$ cat src/rtl/dtc_pkg.sv
package dtc_pkg;

    // Stage registers from an accepted word to the result of either conversion path
    localparam int DTC_LAT = 6;

    localparam logic FUNC_TO_SECS   = 1'b0;
    localparam logic FUNC_FROM_SECS = 1'b1;

    typedef struct packed {
        logic        func;
        logic [13:0] in_year;
        logic [3:0]  in_month;
        logic [4:0]  in_day;
        logic [4:0]  in_hour;
        logic [5:0]  in_minute;
        logic [5:0]  in_second;
        logic [31:0] in_count;
    } t_in_word;

    typedef struct packed {
        logic [11:0] out_year;
        logic [3:0]  out_month;
        logic [4:0]  out_day;
        logic [4:0]  out_hour;
        logic [5:0]  out_minute;
        logic [5:0]  out_second;
        logic [31:0] out_count;
        logic        error_flag;
    } t_out_word;

    // Days in the year before the first of a January-based month
    function automatic logic [8:0] cum_days(input logic [3:0] m);
        logic [8:0] v;
        case (m)
            4'd1:    v = 9'd0;
            4'd2:    v = 9'd31;
            4'd3:    v = 9'd59;
            4'd4:    v = 9'd90;
            4'd5:    v = 9'd120;
            4'd6:    v = 9'd151;
            4'd7:    v = 9'd181;
            4'd8:    v = 9'd212;
            4'd9:    v = 9'd243;
            4'd10:   v = 9'd273;
            4'd11:   v = 9'd304;
            4'd12:   v = 9'd334;
            default: v = 9'd0;
        endcase
        return v;
    endfunction

    // Length of a month in a common year
    function automatic logic [4:0] month_len(input logic [3:0] m);
        logic [4:0] v;
        case (m)
            4'd2:    v = 5'd28;
            4'd4:    v = 5'd30;
            4'd6:    v = 5'd30;
            4'd9:    v = 5'd30;
            4'd11:   v = 5'd30;
            default: v = 5'd31;
        endcase
        return v;
    endfunction

    // First day of each month in a year that starts on the first of March
    function automatic logic [8:0] mar_start(input logic [3:0] mp);
        logic [8:0] v;
        case (mp)
            4'd0:    v = 9'd0;
            4'd1:    v = 9'd31;
            4'd2:    v = 9'd61;
            4'd3:    v = 9'd92;
            4'd4:    v = 9'd122;
            4'd5:    v = 9'd153;
            4'd6:    v = 9'd184;
            4'd7:    v = 9'd214;
            4'd8:    v = 9'd245;
            4'd9:    v = 9'd275;
            4'd10:   v = 9'd306;
            4'd11:   v = 9'd337;
            default: v = 9'd0;
        endcase
        return v;
    endfunction

endpackage

$ cat src/rtl/dtc_to_secs.sv
module dtc_to_secs (
    input  logic                i_clk,
    input  dtc_pkg::t_in_word   i_in,
    output dtc_pkg::t_out_word  o_res
);

    localparam logic [14:0] RECIP_25  = 15'd20972;   // ceil(2^19 / 25)
    localparam logic [13:0] YEAR_EPOCH = 14'd1997;
    localparam logic [13:0] YEAR_LAST  = 14'd2133;
    localparam logic [13:0] YEAR_MAX   = 14'd9999;
    localparam logic [7:0]  YO_2100    = 8'd104;     // first offset whose span holds 2100
    localparam logic [16:0] SECS_DAY   = 17'd86400;

    // stage 1
    logic [28:0] n_q25_prod;
    logic [9:0]  r_s1_q25;
    logic [13:0] r_s1_year;
    logic        r_s1_fld_ok;
    logic        r_s1_rng_ok;
    logic [7:0]  r_s1_yo;
    logic [8:0]  r_s1_cum;
    logic [4:0]  r_s1_mlen;
    logic        r_s1_feb;
    logic        r_s1_late;
    logic [4:0]  r_s1_day;
    logic [4:0]  r_s1_hour;
    logic [5:0]  r_s1_min;
    logic [5:0]  r_s1_sec;

    assign n_q25_prod = 29'(i_in.in_year) * 29'(RECIP_25);

    always_ff @(posedge i_clk) begin
        r_s1_q25    <= n_q25_prod[28:19];
        r_s1_year   <= i_in.in_year;
        r_s1_fld_ok <= (i_in.in_year >= 14'd1) && (i_in.in_year <= YEAR_MAX) &&
                       (i_in.in_month >= 4'd1) && (i_in.in_month <= 4'd12) &&
                       (i_in.in_hour <= 5'd23) && (i_in.in_minute <= 6'd59) &&
                       (i_in.in_second <= 6'd59);
        r_s1_rng_ok <= (i_in.in_year >= YEAR_EPOCH) && (i_in.in_year <= YEAR_LAST);
        r_s1_yo     <= 8'(i_in.in_year - YEAR_EPOCH);
        r_s1_cum    <= dtc_pkg::cum_days(i_in.in_month);
        r_s1_mlen   <= dtc_pkg::month_len(i_in.in_month);
        r_s1_feb    <= (i_in.in_month == 4'd2);
        r_s1_late   <= (i_in.in_month > 4'd2);
        r_s1_day    <= i_in.in_day;
        r_s1_hour   <= i_in.in_hour;
        r_s1_min    <= i_in.in_minute;
        r_s1_sec    <= i_in.in_second;
    end

    // stage 2: leap rule, day check, day count without the leap day, time of day
    logic [13:0] n_r25;
    logic        n_leap;
    logic [5:0]  n_mlen;
    logic        n_day_ok;
    logic [16:0] n_days_a;
    logic [16:0] n_hms;
    logic        r_s2_ok;
    logic        r_s2_rng_ok;
    logic [16:0] r_s2_days_a;
    logic        r_s2_lp_add;
    logic [16:0] r_s2_hms;

    assign n_r25    = 14'(r_s1_year - 14'(r_s1_q25) * 14'd25);
    assign n_leap   = (r_s1_year[1:0] == 2'd0) && ((n_r25 != 14'd0) || (r_s1_year[3:0] == 4'd0));
    assign n_mlen   = 6'(r_s1_mlen) + 6'(r_s1_feb && n_leap);
    assign n_day_ok = (r_s1_day != 5'd0) && (6'(r_s1_day) <= n_mlen);
    assign n_days_a = 17'(r_s1_yo) * 17'd365 + 17'(r_s1_yo[7:2]) - 17'(r_s1_yo >= YO_2100) +
                      17'(r_s1_cum) + 17'(r_s1_day) - 17'd1;
    assign n_hms    = 17'(r_s1_hour) * 17'd3600 + 17'(r_s1_min) * 17'd60 + 17'(r_s1_sec);

    always_ff @(posedge i_clk) begin
        r_s2_ok     <= r_s1_fld_ok && n_day_ok;
        r_s2_rng_ok <= r_s1_rng_ok;
        r_s2_days_a <= n_days_a;
        r_s2_lp_add <= n_leap && r_s1_late;
        r_s2_hms    <= n_hms;
    end

    // stage 3: days to seconds
    logic [33:0] r_s3_prod;
    logic        r_s3_ok;
    logic        r_s3_rng_ok;
    logic        r_s3_lp_add;
    logic [16:0] r_s3_hms;

    always_ff @(posedge i_clk) begin
        r_s3_prod   <= 34'(r_s2_days_a) * 34'(SECS_DAY);
        r_s3_ok     <= r_s2_ok;
        r_s3_rng_ok <= r_s2_rng_ok;
        r_s3_lp_add <= r_s2_lp_add;
        r_s3_hms    <= r_s2_hms;
    end

    // stage 4: add the leap day and time of day, flag bad fields, out-of-range years and overflow
    logic [34:0]        n_total;
    logic               n_err;
    dtc_pkg::t_out_word n_s4_res;
    dtc_pkg::t_out_word r_s4_res;
    dtc_pkg::t_out_word r_s5_res;
    dtc_pkg::t_out_word r_s6_res;

    assign n_total = 35'(r_s3_prod) + (r_s3_lp_add ? 35'(SECS_DAY) : 35'd0) + 35'(r_s3_hms);
    assign n_err   = !r_s3_ok || !r_s3_rng_ok || (n_total[34:32] != 3'd0);

    always_comb begin
        n_s4_res            = '0;
        n_s4_res.error_flag = n_err;
        n_s4_res.out_count  = n_err ? 32'd0 : n_total[31:0];
    end

    // stages 5 and 6 hold the word in step with the from-seconds path
    always_ff @(posedge i_clk) begin
        r_s4_res <= n_s4_res;
        r_s5_res <= r_s4_res;
        r_s6_res <= r_s5_res;
    end

    assign o_res = r_s6_res;

endmodule

$ cat src/rtl/dtc_from_secs.sv
module dtc_from_secs (
    input  logic                i_clk,
    input  logic [31:0]         i_count,
    output dtc_pkg::t_out_word  o_res
);

    localparam logic [25:0] RECIP_675  = 26'd50903317;  // ceil(2^35 / 675)
    localparam logic [13:0] RECIP_225  = 14'd9321;      // ceil(2^21 / 225)
    localparam logic [10:0] RECIP_15   = 11'd1093;      // ceil(2^14 / 15)
    localparam logic [17:0] RECIP_1461 = 18'd183735;    // ceil(2^28 / 1461)
    // Day index of the epoch counted from 1900-03-01
    localparam logic [16:0] DAY_BASE   = 17'd35370;
    // Day index of 2100-03-01; from there on, skip the missing 29 February
    localparam logic [16:0] DAY_2100   = 17'd73049;
    localparam logic [11:0] YEAR_BASE  = 12'd1900;

    // stage 1: day number; count / 86400 = (count / 128) / 675
    logic [50:0] n_day_prod;
    logic [31:0] r_s1_cnt;
    logic [15:0] r_s1_day;

    assign n_day_prod = 51'(i_count[31:7]) * 51'(RECIP_675);

    always_ff @(posedge i_clk) begin
        r_s1_cnt <= i_count;
        r_s1_day <= n_day_prod[50:35];
    end

    // stage 2: second of day, day index on a calendar of plain four-year blocks
    logic [31:0] n_day_secs;
    logic [16:0] n_sod;
    logic [16:0] n_doe;
    logic [16:0] n_doe_adj;
    logic [16:0] r_s2_sod;
    logic [16:0] r_s2_doe;

    assign n_day_secs = 32'(r_s1_day) * 32'd86400;
    assign n_sod      = 17'(r_s1_cnt - n_day_secs);
    assign n_doe      = 17'(r_s1_day) + DAY_BASE;
    assign n_doe_adj  = n_doe + 17'(n_doe >= DAY_2100);

    always_ff @(posedge i_clk) begin
        r_s2_sod <= n_sod;
        r_s2_doe <= n_doe_adj;
    end

    // stage 3: hour, four-year block
    logic [26:0] n_hour_prod;
    logic [34:0] n_blk_prod;
    logic [16:0] r_s3_sod;
    logic [4:0]  r_s3_hour;
    logic [16:0] r_s3_doe;
    logic [5:0]  r_s3_blk;

    assign n_hour_prod = 27'(r_s2_sod[16:4]) * 27'(RECIP_225);
    assign n_blk_prod  = 35'(r_s2_doe) * 35'(RECIP_1461);

    always_ff @(posedge i_clk) begin
        r_s3_sod  <= r_s2_sod;
        r_s3_hour <= n_hour_prod[25:21];
        r_s3_doe  <= r_s2_doe;
        r_s3_blk  <= n_blk_prod[33:28];
    end

    // stage 4: remainders
    logic [11:0] r_s4_rem;
    logic [4:0]  r_s4_hour;
    logic [10:0] r_s4_dob;
    logic [5:0]  r_s4_blk;

    always_ff @(posedge i_clk) begin
        r_s4_rem  <= 12'(r_s3_sod - 17'(r_s3_hour) * 17'd3600);
        r_s4_hour <= r_s3_hour;
        r_s4_dob  <= 11'(r_s3_doe - 17'(r_s3_blk) * 17'd1461);
        r_s4_blk  <= r_s3_blk;
    end

    // stage 5: minute, year within the block, day of year
    logic [19:0] n_min_prod;
    logic [1:0]  n_yob;
    logic [11:0] r_s5_rem;
    logic [4:0]  r_s5_hour;
    logic [5:0]  r_s5_min;
    logic [8:0]  r_s5_doy;
    logic [1:0]  r_s5_yob;
    logic [5:0]  r_s5_blk;

    assign n_min_prod = 20'(r_s4_rem[11:2]) * 20'(RECIP_15);

    always_comb begin
        n_yob = 2'd0;
        if (r_s4_dob >= 11'd365) begin
            n_yob = 2'd1;
        end
        if (r_s4_dob >= 11'd730) begin
            n_yob = 2'd2;
        end
        if (r_s4_dob >= 11'd1095) begin
            n_yob = 2'd3;
        end
    end

    always_ff @(posedge i_clk) begin
        r_s5_rem  <= r_s4_rem;
        r_s5_hour <= r_s4_hour;
        r_s5_min  <= n_min_prod[19:14];
        r_s5_doy  <= 9'(r_s4_dob - 11'(n_yob) * 11'd365);
        r_s5_yob  <= n_yob;
        r_s5_blk  <= r_s4_blk;
    end

    // stage 6: second, month and day, calendar year
    logic [3:0]         n_mp;
    logic [3:0]         n_month;
    logic [4:0]         n_mday;
    logic [11:0]        n_year;
    dtc_pkg::t_out_word n_s6_res;
    dtc_pkg::t_out_word r_s6_res;

    always_comb begin
        n_mp = 4'd0;
        for (int k = 1; k < 12; k++) begin
            if (r_s5_doy >= dtc_pkg::mar_start(4'(k))) begin
                n_mp = 4'(k);
            end
        end
    end

    assign n_month = (n_mp < 4'd10) ? n_mp + 4'd3 : n_mp - 4'd9;
    assign n_mday  = 5'(r_s5_doy - dtc_pkg::mar_start(n_mp) + 9'd1);
    assign n_year  = YEAR_BASE + {4'd0, r_s5_blk, 2'b00} + 12'(r_s5_yob) +
                     12'(n_month <= 4'd2);

    always_comb begin
        n_s6_res            = '0;
        n_s6_res.out_year   = n_year;
        n_s6_res.out_month  = n_month;
        n_s6_res.out_day    = n_mday;
        n_s6_res.out_hour   = r_s5_hour;
        n_s6_res.out_minute = r_s5_min;
        n_s6_res.out_second = 6'(r_s5_rem - 12'(r_s5_min) * 12'd60);
    end

    always_ff @(posedge i_clk) begin
        r_s6_res <= n_s6_res;
    end

    assign o_res = r_s6_res;

endmodule

$ cat src/rtl/datetime_epoch_seconds_converter.sv
// Port      Dir  Payload      Handshake
// i_in      in   t_in_word    taken when start is high and busy is low
// o_out     out  t_out_word   shown for one cycle while o_valid is high
//
// One word may be taken every cycle; its result passes through the six-stage
// conversion paths and then the output register.
// Both directions run side by side and the output register picks by func.
// Reset is synchronous, active low; busy is high only while it is held.
// The receiver cannot stall, so nothing in the pipeline ever waits.
module datetime_epoch_seconds_converter (
    input  logic               i_clk,
    input  logic               i_rst_n,
    input  logic               start,
    input  dtc_pkg::t_in_word  i_in,
    output logic               busy,
    output logic               o_valid,
    output dtc_pkg::t_out_word o_out
);

    localparam int LAT = dtc_pkg::DTC_LAT;

    logic               n_acc;
    logic [LAT-1:0]     r_vld;
    logic [LAT-1:0]     r_fn;
    logic               r_valid;
    dtc_pkg::t_out_word r_out;
    dtc_pkg::t_out_word n_to_res;
    dtc_pkg::t_out_word n_from_res;

    assign busy  = !i_rst_n;
    assign n_acc = start && !busy;

    dtc_to_secs u_to_secs (
        .i_clk (i_clk),
        .i_in  (i_in),
        .o_res (n_to_res)
    );

    dtc_from_secs u_from_secs (
        .i_clk   (i_clk),
        .i_count (i_in.in_count),
        .o_res   (n_from_res)
    );

    // valid bits and direction travel alongside the word
    always_ff @(posedge i_clk) begin
        if (!i_rst_n) begin
            r_vld   <= '0;
            r_valid <= 1'b0;
        end else begin
            r_vld   <= {r_vld[LAT-2:0], n_acc};
            r_valid <= r_vld[LAT-1];
        end
    end

    always_ff @(posedge i_clk) begin
        r_fn  <= {r_fn[LAT-2:0], i_in.func};
        r_out <= (r_fn[LAT-1] == dtc_pkg::FUNC_FROM_SECS) ? n_from_res : n_to_res;
    end

    assign o_valid = r_valid;
    assign o_out   = r_out;

    a_latency : assert property (@(posedge i_clk) disable iff (!i_rst_n)
        n_acc |-> ##(LAT + 1) o_valid)
        else $error("accepted word produced no result");

    a_no_spurious : assert property (@(posedge i_clk) disable iff (!i_rst_n)
        o_valid |-> $past(n_acc, LAT + 1))
        else $error("result without an accepted word");

    a_err_zero : assert property (@(posedge i_clk) disable iff (!i_rst_n)
        (o_valid && o_out.error_flag) |-> (o_out.out_count == 32'd0))
        else $error("error result carries a count");

    a_mode_excl : assert property (@(posedge i_clk) disable iff (!i_rst_n)
        (o_valid && (o_out.out_count != 32'd0)) |->
        ((o_out.out_year == 12'd0) && (o_out.out_month == 4'd0)))
        else $error("count and date both set");

    a_date_sane : assert property (@(posedge i_clk) disable iff (!i_rst_n)
        (o_valid && (o_out.out_year != 12'd0)) |->
        ((o_out.out_month >= 4'd1) && (o_out.out_month <= 4'd12) &&
         (o_out.out_hour <= 5'd23) && (o_out.out_minute <= 6'd59) &&
         (o_out.out_second <= 6'd59) && (o_out.out_day != 5'd0)))
        else $error("date result out of range");

endmodule
$ cat config.mk
export PLATFORM = sky130hd
export DESIGN_NAME = datetime_epoch_seconds_converter
export DESIGN_NICKNAME = d
export VERILOG_FILES = /design/src/rtl/dtc_pkg.sv /design/src/rtl/dtc_to_secs.sv /design/src/rtl/dtc_from_secs.sv /design/src/rtl/datetime_epoch_seconds_converter.sv
export SDC_FILE = /design/constraint.sdc
export NUM_CORES = 2
export LEC_CHECK = 0
export ABC_AREA = 1
export BUFFER_PORTS_ARGS = -buffer_cell sky130_fd_sc_hd__buf_2
export CELL_PAD_IN_SITES_DETAIL_PLACEMENT = 1
export CELL_PAD_IN_SITES_GLOBAL_PLACEMENT = 2
export CORE_MARGIN = 3
export CORE_UTILIZATION = 35
export DETAILED_ROUTE_END_ITERATION = 7
export HOLD_SLACK_MARGIN = 0.1
export PLACE_DENSITY_LB_ADDON = 0.1
export SYNTH_ARGS = -nofsm -noshare
export SYNTH_HDL_FRONTEND = slang
export SYNTH_SLANG_ARGS = --single-unit
$ cat constraint.sdc
create_clock -name i_clk -period 11.35 [get_ports i_clk]
set_input_delay 2.27 -clock i_clk [delete_from_list [all_inputs] [get_ports i_clk]]
set_output_delay 2.27 -clock i_clk [all_outputs]
set_load 0.01 [all_outputs]
# After elaboration in Yosys (flattened, before gate mapping)
# Memories as Yosys holds them, arrays and structs flattened. A register that Yosys moved wholly into a read port is not among the register bits.
# Index checks and enable logic that the tools add are counted.
[totals]
latchBits = 0
output_inout_bits = 73
n_memories = 2
ram_bits = 0
register_bits = 535
input_bits = 76
word_cells = 182
rom_bits = 288
[mem_list]
columns = ["memory", "words", "word_bits", "read_ports", "rd_clocked_by_memory_dff", "write_ports", "line", "text"]
rows = [
  ["(no name shown)", 16, 9, 1, 0, 0, "dtc_pkg.sv:69", "case (mp)"],
  ["(no name shown)", 16, 9, 1, 1, 0, "dtc_pkg.sv:34", "case (m)"],
]
[classes]
n_reduce_logical = 25
n_bitwise = 0
n_mul = 15
shift = 0
addsub = 26
magnitude_cmp = 29
muxes = 17
eq_ne = 5
div = 0
[ops]
columns = ["op", "n"]
rows = [
  ["25-bit by 26-bit multiplier with 51-bit output, second input constant", 1],
  ["9-bit by 8-bit >= comparator with 1-bit output, second input constant", 4],
  ["34-bit by 35-bit adder with 35-bit output", 1],
  ["35-bit by 17-bit adder with 35-bit output", 1],
  ["17-bit by 6-bit adder with 17-bit output", 2],
  ["17-bit by 18-bit multiplier with 34-bit output, second input constant", 1],
  ["9-bit >= comparator, second input constant", 3],
  ["14-bit by 13-bit multiplier with 27-bit output, second input constant", 1],
  ["17-bit by 10-bit multiplier with 27-bit output, second input constant", 1],
  ["13-bit by 14-bit multiplier with 26-bit output, second input constant", 1],
  ["10-bit by 11-bit multiplier with 20-bit output, second input constant", 1],
  ["4-bit two-way mux", 5],
  ["9-bit by 7-bit >= comparator with 1-bit output, second input constant", 2],
  ["16-bit by 16-bit adder with 17-bit output, second input constant", 1],
  ["17-bit by 1-bit adder with 17-bit output", 1],
  ["17-bit by 12-bit adder with 17-bit output", 1],
  ["17-bit by 5-bit adder with 17-bit output", 1],
  ["17-bit by 9-bit adder with 17-bit output", 1],
  ["17-bit >= comparator, second input constant", 1],
  ["8-bit by 9-bit multiplier with 17-bit output, second input constant", 1],
  ["17-bit two-way mux", 1],
  ["17-bit by 1-bit subtractor with 17-bit output", 1],
  ["17-bit by 1-bit subtractor with 17-bit output, second input constant", 1],
  ["17-bit subtractor", 1],
  ["56 further kinds", 82],
]

# Logic depth before layout (Yosys ltp)
[logic_depth]
word_depth = 16
ltp_mapped = 28
depth_no_buf = 28

# Hierarchy
# From an unflattened synthesis, not the netlist that was laid out.
[unflattened]
cells_unflattened = 5518
hier_area_um2 = 50588.5
[modules_own_cells]
columns = ["mod", "cells_per_inst", "area_per_inst_um2", "n_inst", "seq_area_each_um2"]
rows = [
  ["dtc_from_secs", 2953, 27819.2, 1, 4144.0],
  ["dtc_to_secs", 2236, 20095.5, 1, 5044.8],
  ["datetime_epoch_seconds_converter", 329, 2673.8, 1, 1681.6],
]

# Least setup slack after synthesis
# OpenSTA, ideal clock, no wires.
[synth_timing]
kind = "input to register"
start = "in i_in[26] in the netlist's numbering"
end = "reg u_from_secs.r_s1_day[8]"
t_arrival_ns = 7.217
n_path_buf = 0
t_required_ns = 11.278
path_slack_ns = 4.062
path_stages = 23
setup_time_ns = 0.072
cell_sequence = "fa_1 ha_1 inv_1 fa_1 inv_1 fa_1 inv_1 fa_1 inv_1 fa_1 inv_1 fa_1 inv_1 ha_1 nand2_1 nor2_1 inv_1 nor2_1 inv_1 nor4_1 nand4_1 nand3_1 xor2_1"
[synth_via]
elab_chain_len = 1
[synth_rtl]
columns = ["item", "line", "text"]
rows = [
  ["start, declared", "datetime_epoch_seconds_converter.sv:14", "input dtc_pkg::t_in_word i_in,"],
  ["25-bit by 26-bit multiplier with 51-bit output", "dtc_from_secs.sv:22", "assign n_day_prod = 51'(i_count[31:7]) * 51'(RECIP_675);"],
  ["net u_from_secs.n_day_prod[43]", "dtc_from_secs.sv:18", "logic [50:0] n_day_prod;"],
  ["end signal, assigned", "dtc_from_secs.sv:26", "r_s1_day <= n_day_prod[50:35];"],
  ["end, declared", "dtc_from_secs.sv:20", "logic [15:0] r_s1_day;"],
]
# The timed path passes the listed nets, and every way through them passes these cells.
# A chain may end at the register's enable or synchronous reset.

# Worst setup path in the final report
[layout_timing]
start = "in i_in[18] in the netlist's numbering"
end = "reg u_from_secs.r_s1_day[15]"
# The elaborated chain is that of the path after synthesis.

==> results.yml <==
clocking:
  clkTransAtPathRegs_ns: 0.06
  clk-insertion-delay-late_ns: 0.65
  cts.sinks: 543
  cts_setup_buffers: 0
  htree_levels: 3
  cts_tree: "yes"
  cts-resized-gates: 0
  clockBufferDepth: 3
  cts_hold_buf: 0
  cts_buffers: 67
  cts_root_buffer: "clkbuf_16"
drt:
  post_drt_wl_per_cell_um: 17.11
  drc: 0
  initialDrtViolationCount: 941
  vias: 35280
  routed_via_density: 4.562
  ant_nets: 0
  finalWirelength_um: 132300
  dr.pass1.iters: 5
critical_path:
  worstSetupEndpointType: "flip-flop"
  crit_required_ns: 11.85
  critPathKind: "input port to flip-flop"
  worstPathMaxFanout: 10
  worstPathArrival_ns: 7.80
  worst_setup_path_start_kind: "input port"
logic_synthesis:
  ys_dominant_reg_cell: "dfxtp_1"
  synth_top_family_by_area: "adder cells"
  synth-simple-area-share_pct: 11.07
  synthArstFlopShare_pct: 0
  synth-edff-count: 0
  syn-num-nets: 7227
  syn-mean-instance-area_sq_um: 9.046
  synth-seq-area-share_pct: 21.52
  yosysWarnings: 0
  synthXorXnorAreaFrac_pct: 4.012
  synthAdderAreaFrac_pct: 46.91
  synthesis.instances: 5585
  syn_area_sq_mm: 0.05052
  synth.mux.area_fraction_pct: 0
  ys_ff_latch: 543
  ys_types: 60
  synth-compound-area-share_pct: 5.996
worst_hold_path:
  hp-class: "flip-flop to flip-flop"
finish:
  utilization_pct: 39.24
  nets: 7432
  drive_gt1_share_pct: 6.060
  instances_no_fill: 7733
  area_growth_pct: 10.65
  n_fill_cell: 16600
timing:
  rsz0062_at_grt: "false"
  worst_pin_slew_ns: 1.118
  hold_viol_final: 0
  fin_tns_setup_ns: 0
  finalSetupViolCount: 0
  finalClockSkew_ns: 0.04355
  maxSlewViolCount: 0
  slew_headroom_pct: 25.23
  fin_crit_ns: 7.298
  fmax_mhz: 137.0
  fin_crit_sh_pct: 64.30
floorplanning:
  die_w_um: 385.9
  core_area_sq_mm: 0.1424
  fp.dieH_um: 385.9
  start_util_pct: 35.47
  pin_count: 149
  die_area_sq_mm: 0.1489
  row_count: 138
grt:
  grt_max_degree: 72
  antenna_found_initial: 4
  overflow: 0
  first_global_vias: 39650
  grt.total_usage_pct: 18.36
  grt_pass1_wl_um: 214300
flow_run:
  drv_cap: 0
place:
  gp_congestion: 0.8573
  io_buffers: 148
  dp.cells: 7611
  hpwl_um: 116500
status:
  status: "completed"
cell usage after synthesis, drive strengths merged (13+ instances only):
cell    count  share of area, %
inv      1391                10
nand2     716               5.4
nor2      304               2.5
xor2      157               2.8
dfxtp     543                22
nand3     147               1.5
a21oi     258               2.6
fa        547                22
nor4       16              0.20
ha       1019                25
o21bai     24              0.36
nand4      46              0.58
xnor2      71               1.2
a31oi      22              0.27
a21o       15              0.22
o21ai     166               1.7
nor3       49              0.55
a211oi     13              0.19
worst paths after layout:
kind,from,end,slack [ns],depth (start not counted)
setup reg to reg,u_from_secs.r_s2_doe[8],u_from_secs.r_s3_blk[2],5.82,16
hold / removal,u_to_secs.r_s4_res[2],u_to_secs.r_s5_res[2],0.31,0
hold reg to reg,u_to_secs.r_s4_res[2],u_to_secs.r_s5_res[2],0.31,0
setup / recovery,i_in[18],u_from_secs.r_s1_day[15],4.05,22
layout by cell type, fill, tap and decap left out, drive strengths merged, types with 2 or more instances in the layout:
cell and n:
dfxtp 543, a31oi 22, nand3 147, clkbuf 88
buf 150, a31o 2, a21o 15, nand3b 8
clkinv 19, inv 1398, bufinv 6, nor3 49
a22oi 2, o2111ai 3, xnor2 71, nand4 46
o21ai 166, a211oi 13, or2 9, nor2 304
o221ai 2, clkinvlp 2, nand2 716, a21oi 258
nor3b 4, ha 1019, fa 547, nor4 16
o21a 8, o21bai 24, a311oi 2, xor2 157
and2 2, o211ai 10, a21boi 5
area by class of cell:
type	count	area (sq um)	share of cell area [%]
well taps	1890	2365	4.230
clock buffers	88	1846	3.302
flip-flops and latches	543	10870	19.45
repair buffers	150	755.7	1.352
clock inverters	33	485.5	0.8685
diodes	1	2.502	0.004477
inverters	1392	5225	9.347
multi-input cells	3636	34350	61.45
through the flow:
step,worst slack (ns),hold WS (ns),cell area [sq um]
6_report,4.052,0.3068,55900
5_1_grt,3.762,0.3128,55900
4_1_cts,4.040,0.3077,55900
3_5_place_dp,3.377,0.3132,53570
3_3_place_gp,3.397,0.3103,53570
2_1_floorplan,4.062,0.3096,50520
flip-flops by register name, indices dropped and copies added, names as in the netlist, 8 cells and up:
register,count
o_out,71
u_from_secs.o_res,38
u_to_secs.o_res,33
u_to_secs.r_s4_res,33
u_to_secs.r_s5_res,33
u_to_secs.r_s3_prod,27
u_from_secs.r_s1_cnt,17
u_from_secs.r_s2_doe,17
u_from_secs.r_s2_sod,17
u_to_secs.r_s2_days_a,17
u_to_secs.r_s2_hms,17
u_to_secs.r_s3_hms,17
u_from_secs.r_s1_day,16
u_to_secs.r_s1_year,14
u_from_secs.r_s3_sod,12
u_from_secs.r_s4_rem,12
u_from_secs.r_s3_doe,11
u_from_secs.r_s4_dob,11
u_to_secs.r_s1_q25,10
u_from_secs.r_s5_doy,9
u_to_secs.r_s1_cum,9
u_to_secs.r_s1_yo,8
worst max-delay path: stages:
cell	delay, ns
buf_2	0.29
fa_1	0.48
ha_1	0.29
inv_1	0.05
fa_1	0.49
inv_1	0.05
fa_1	0.47
inv_1	0.05
fa_1	0.54
inv_1	0.06
fa_1	0.51
fa_1	0.54
ha_1	0.36
nand2_1	0.08
nand2_1	0.06
a31oi_1	0.26
a21boi_0	0.42
nor2_1	0.07
o21ai_0	0.22
nand3_1	0.11
nand2_1	0.08
nand2_1	0.05
cell families after synthesis:
| family | Yosys count |
|---|---|
| AND/OR/NAND/NOR | 1302 |
| buffers and inverters | 1406 |
| AO/OA/AOI/OAI | 540 |
| XOR/XNOR | 228 |
| flip-flops | 543 |
| adder cells (fa/ha/maj) | 1566 |
per-layer routing:
layer,GRT usage [%],routed length (um),vias to the layer above
met3,2.539,4419,138
met4,4.385,2783,2
met5,0,20,-
li1,-,-,17800
met1,23.71,62010,16970
met2,32.25,63090,371
Power is not shown: default switching activity piles up to over one toggle a cycle in this logic, so the estimate is an artifact.
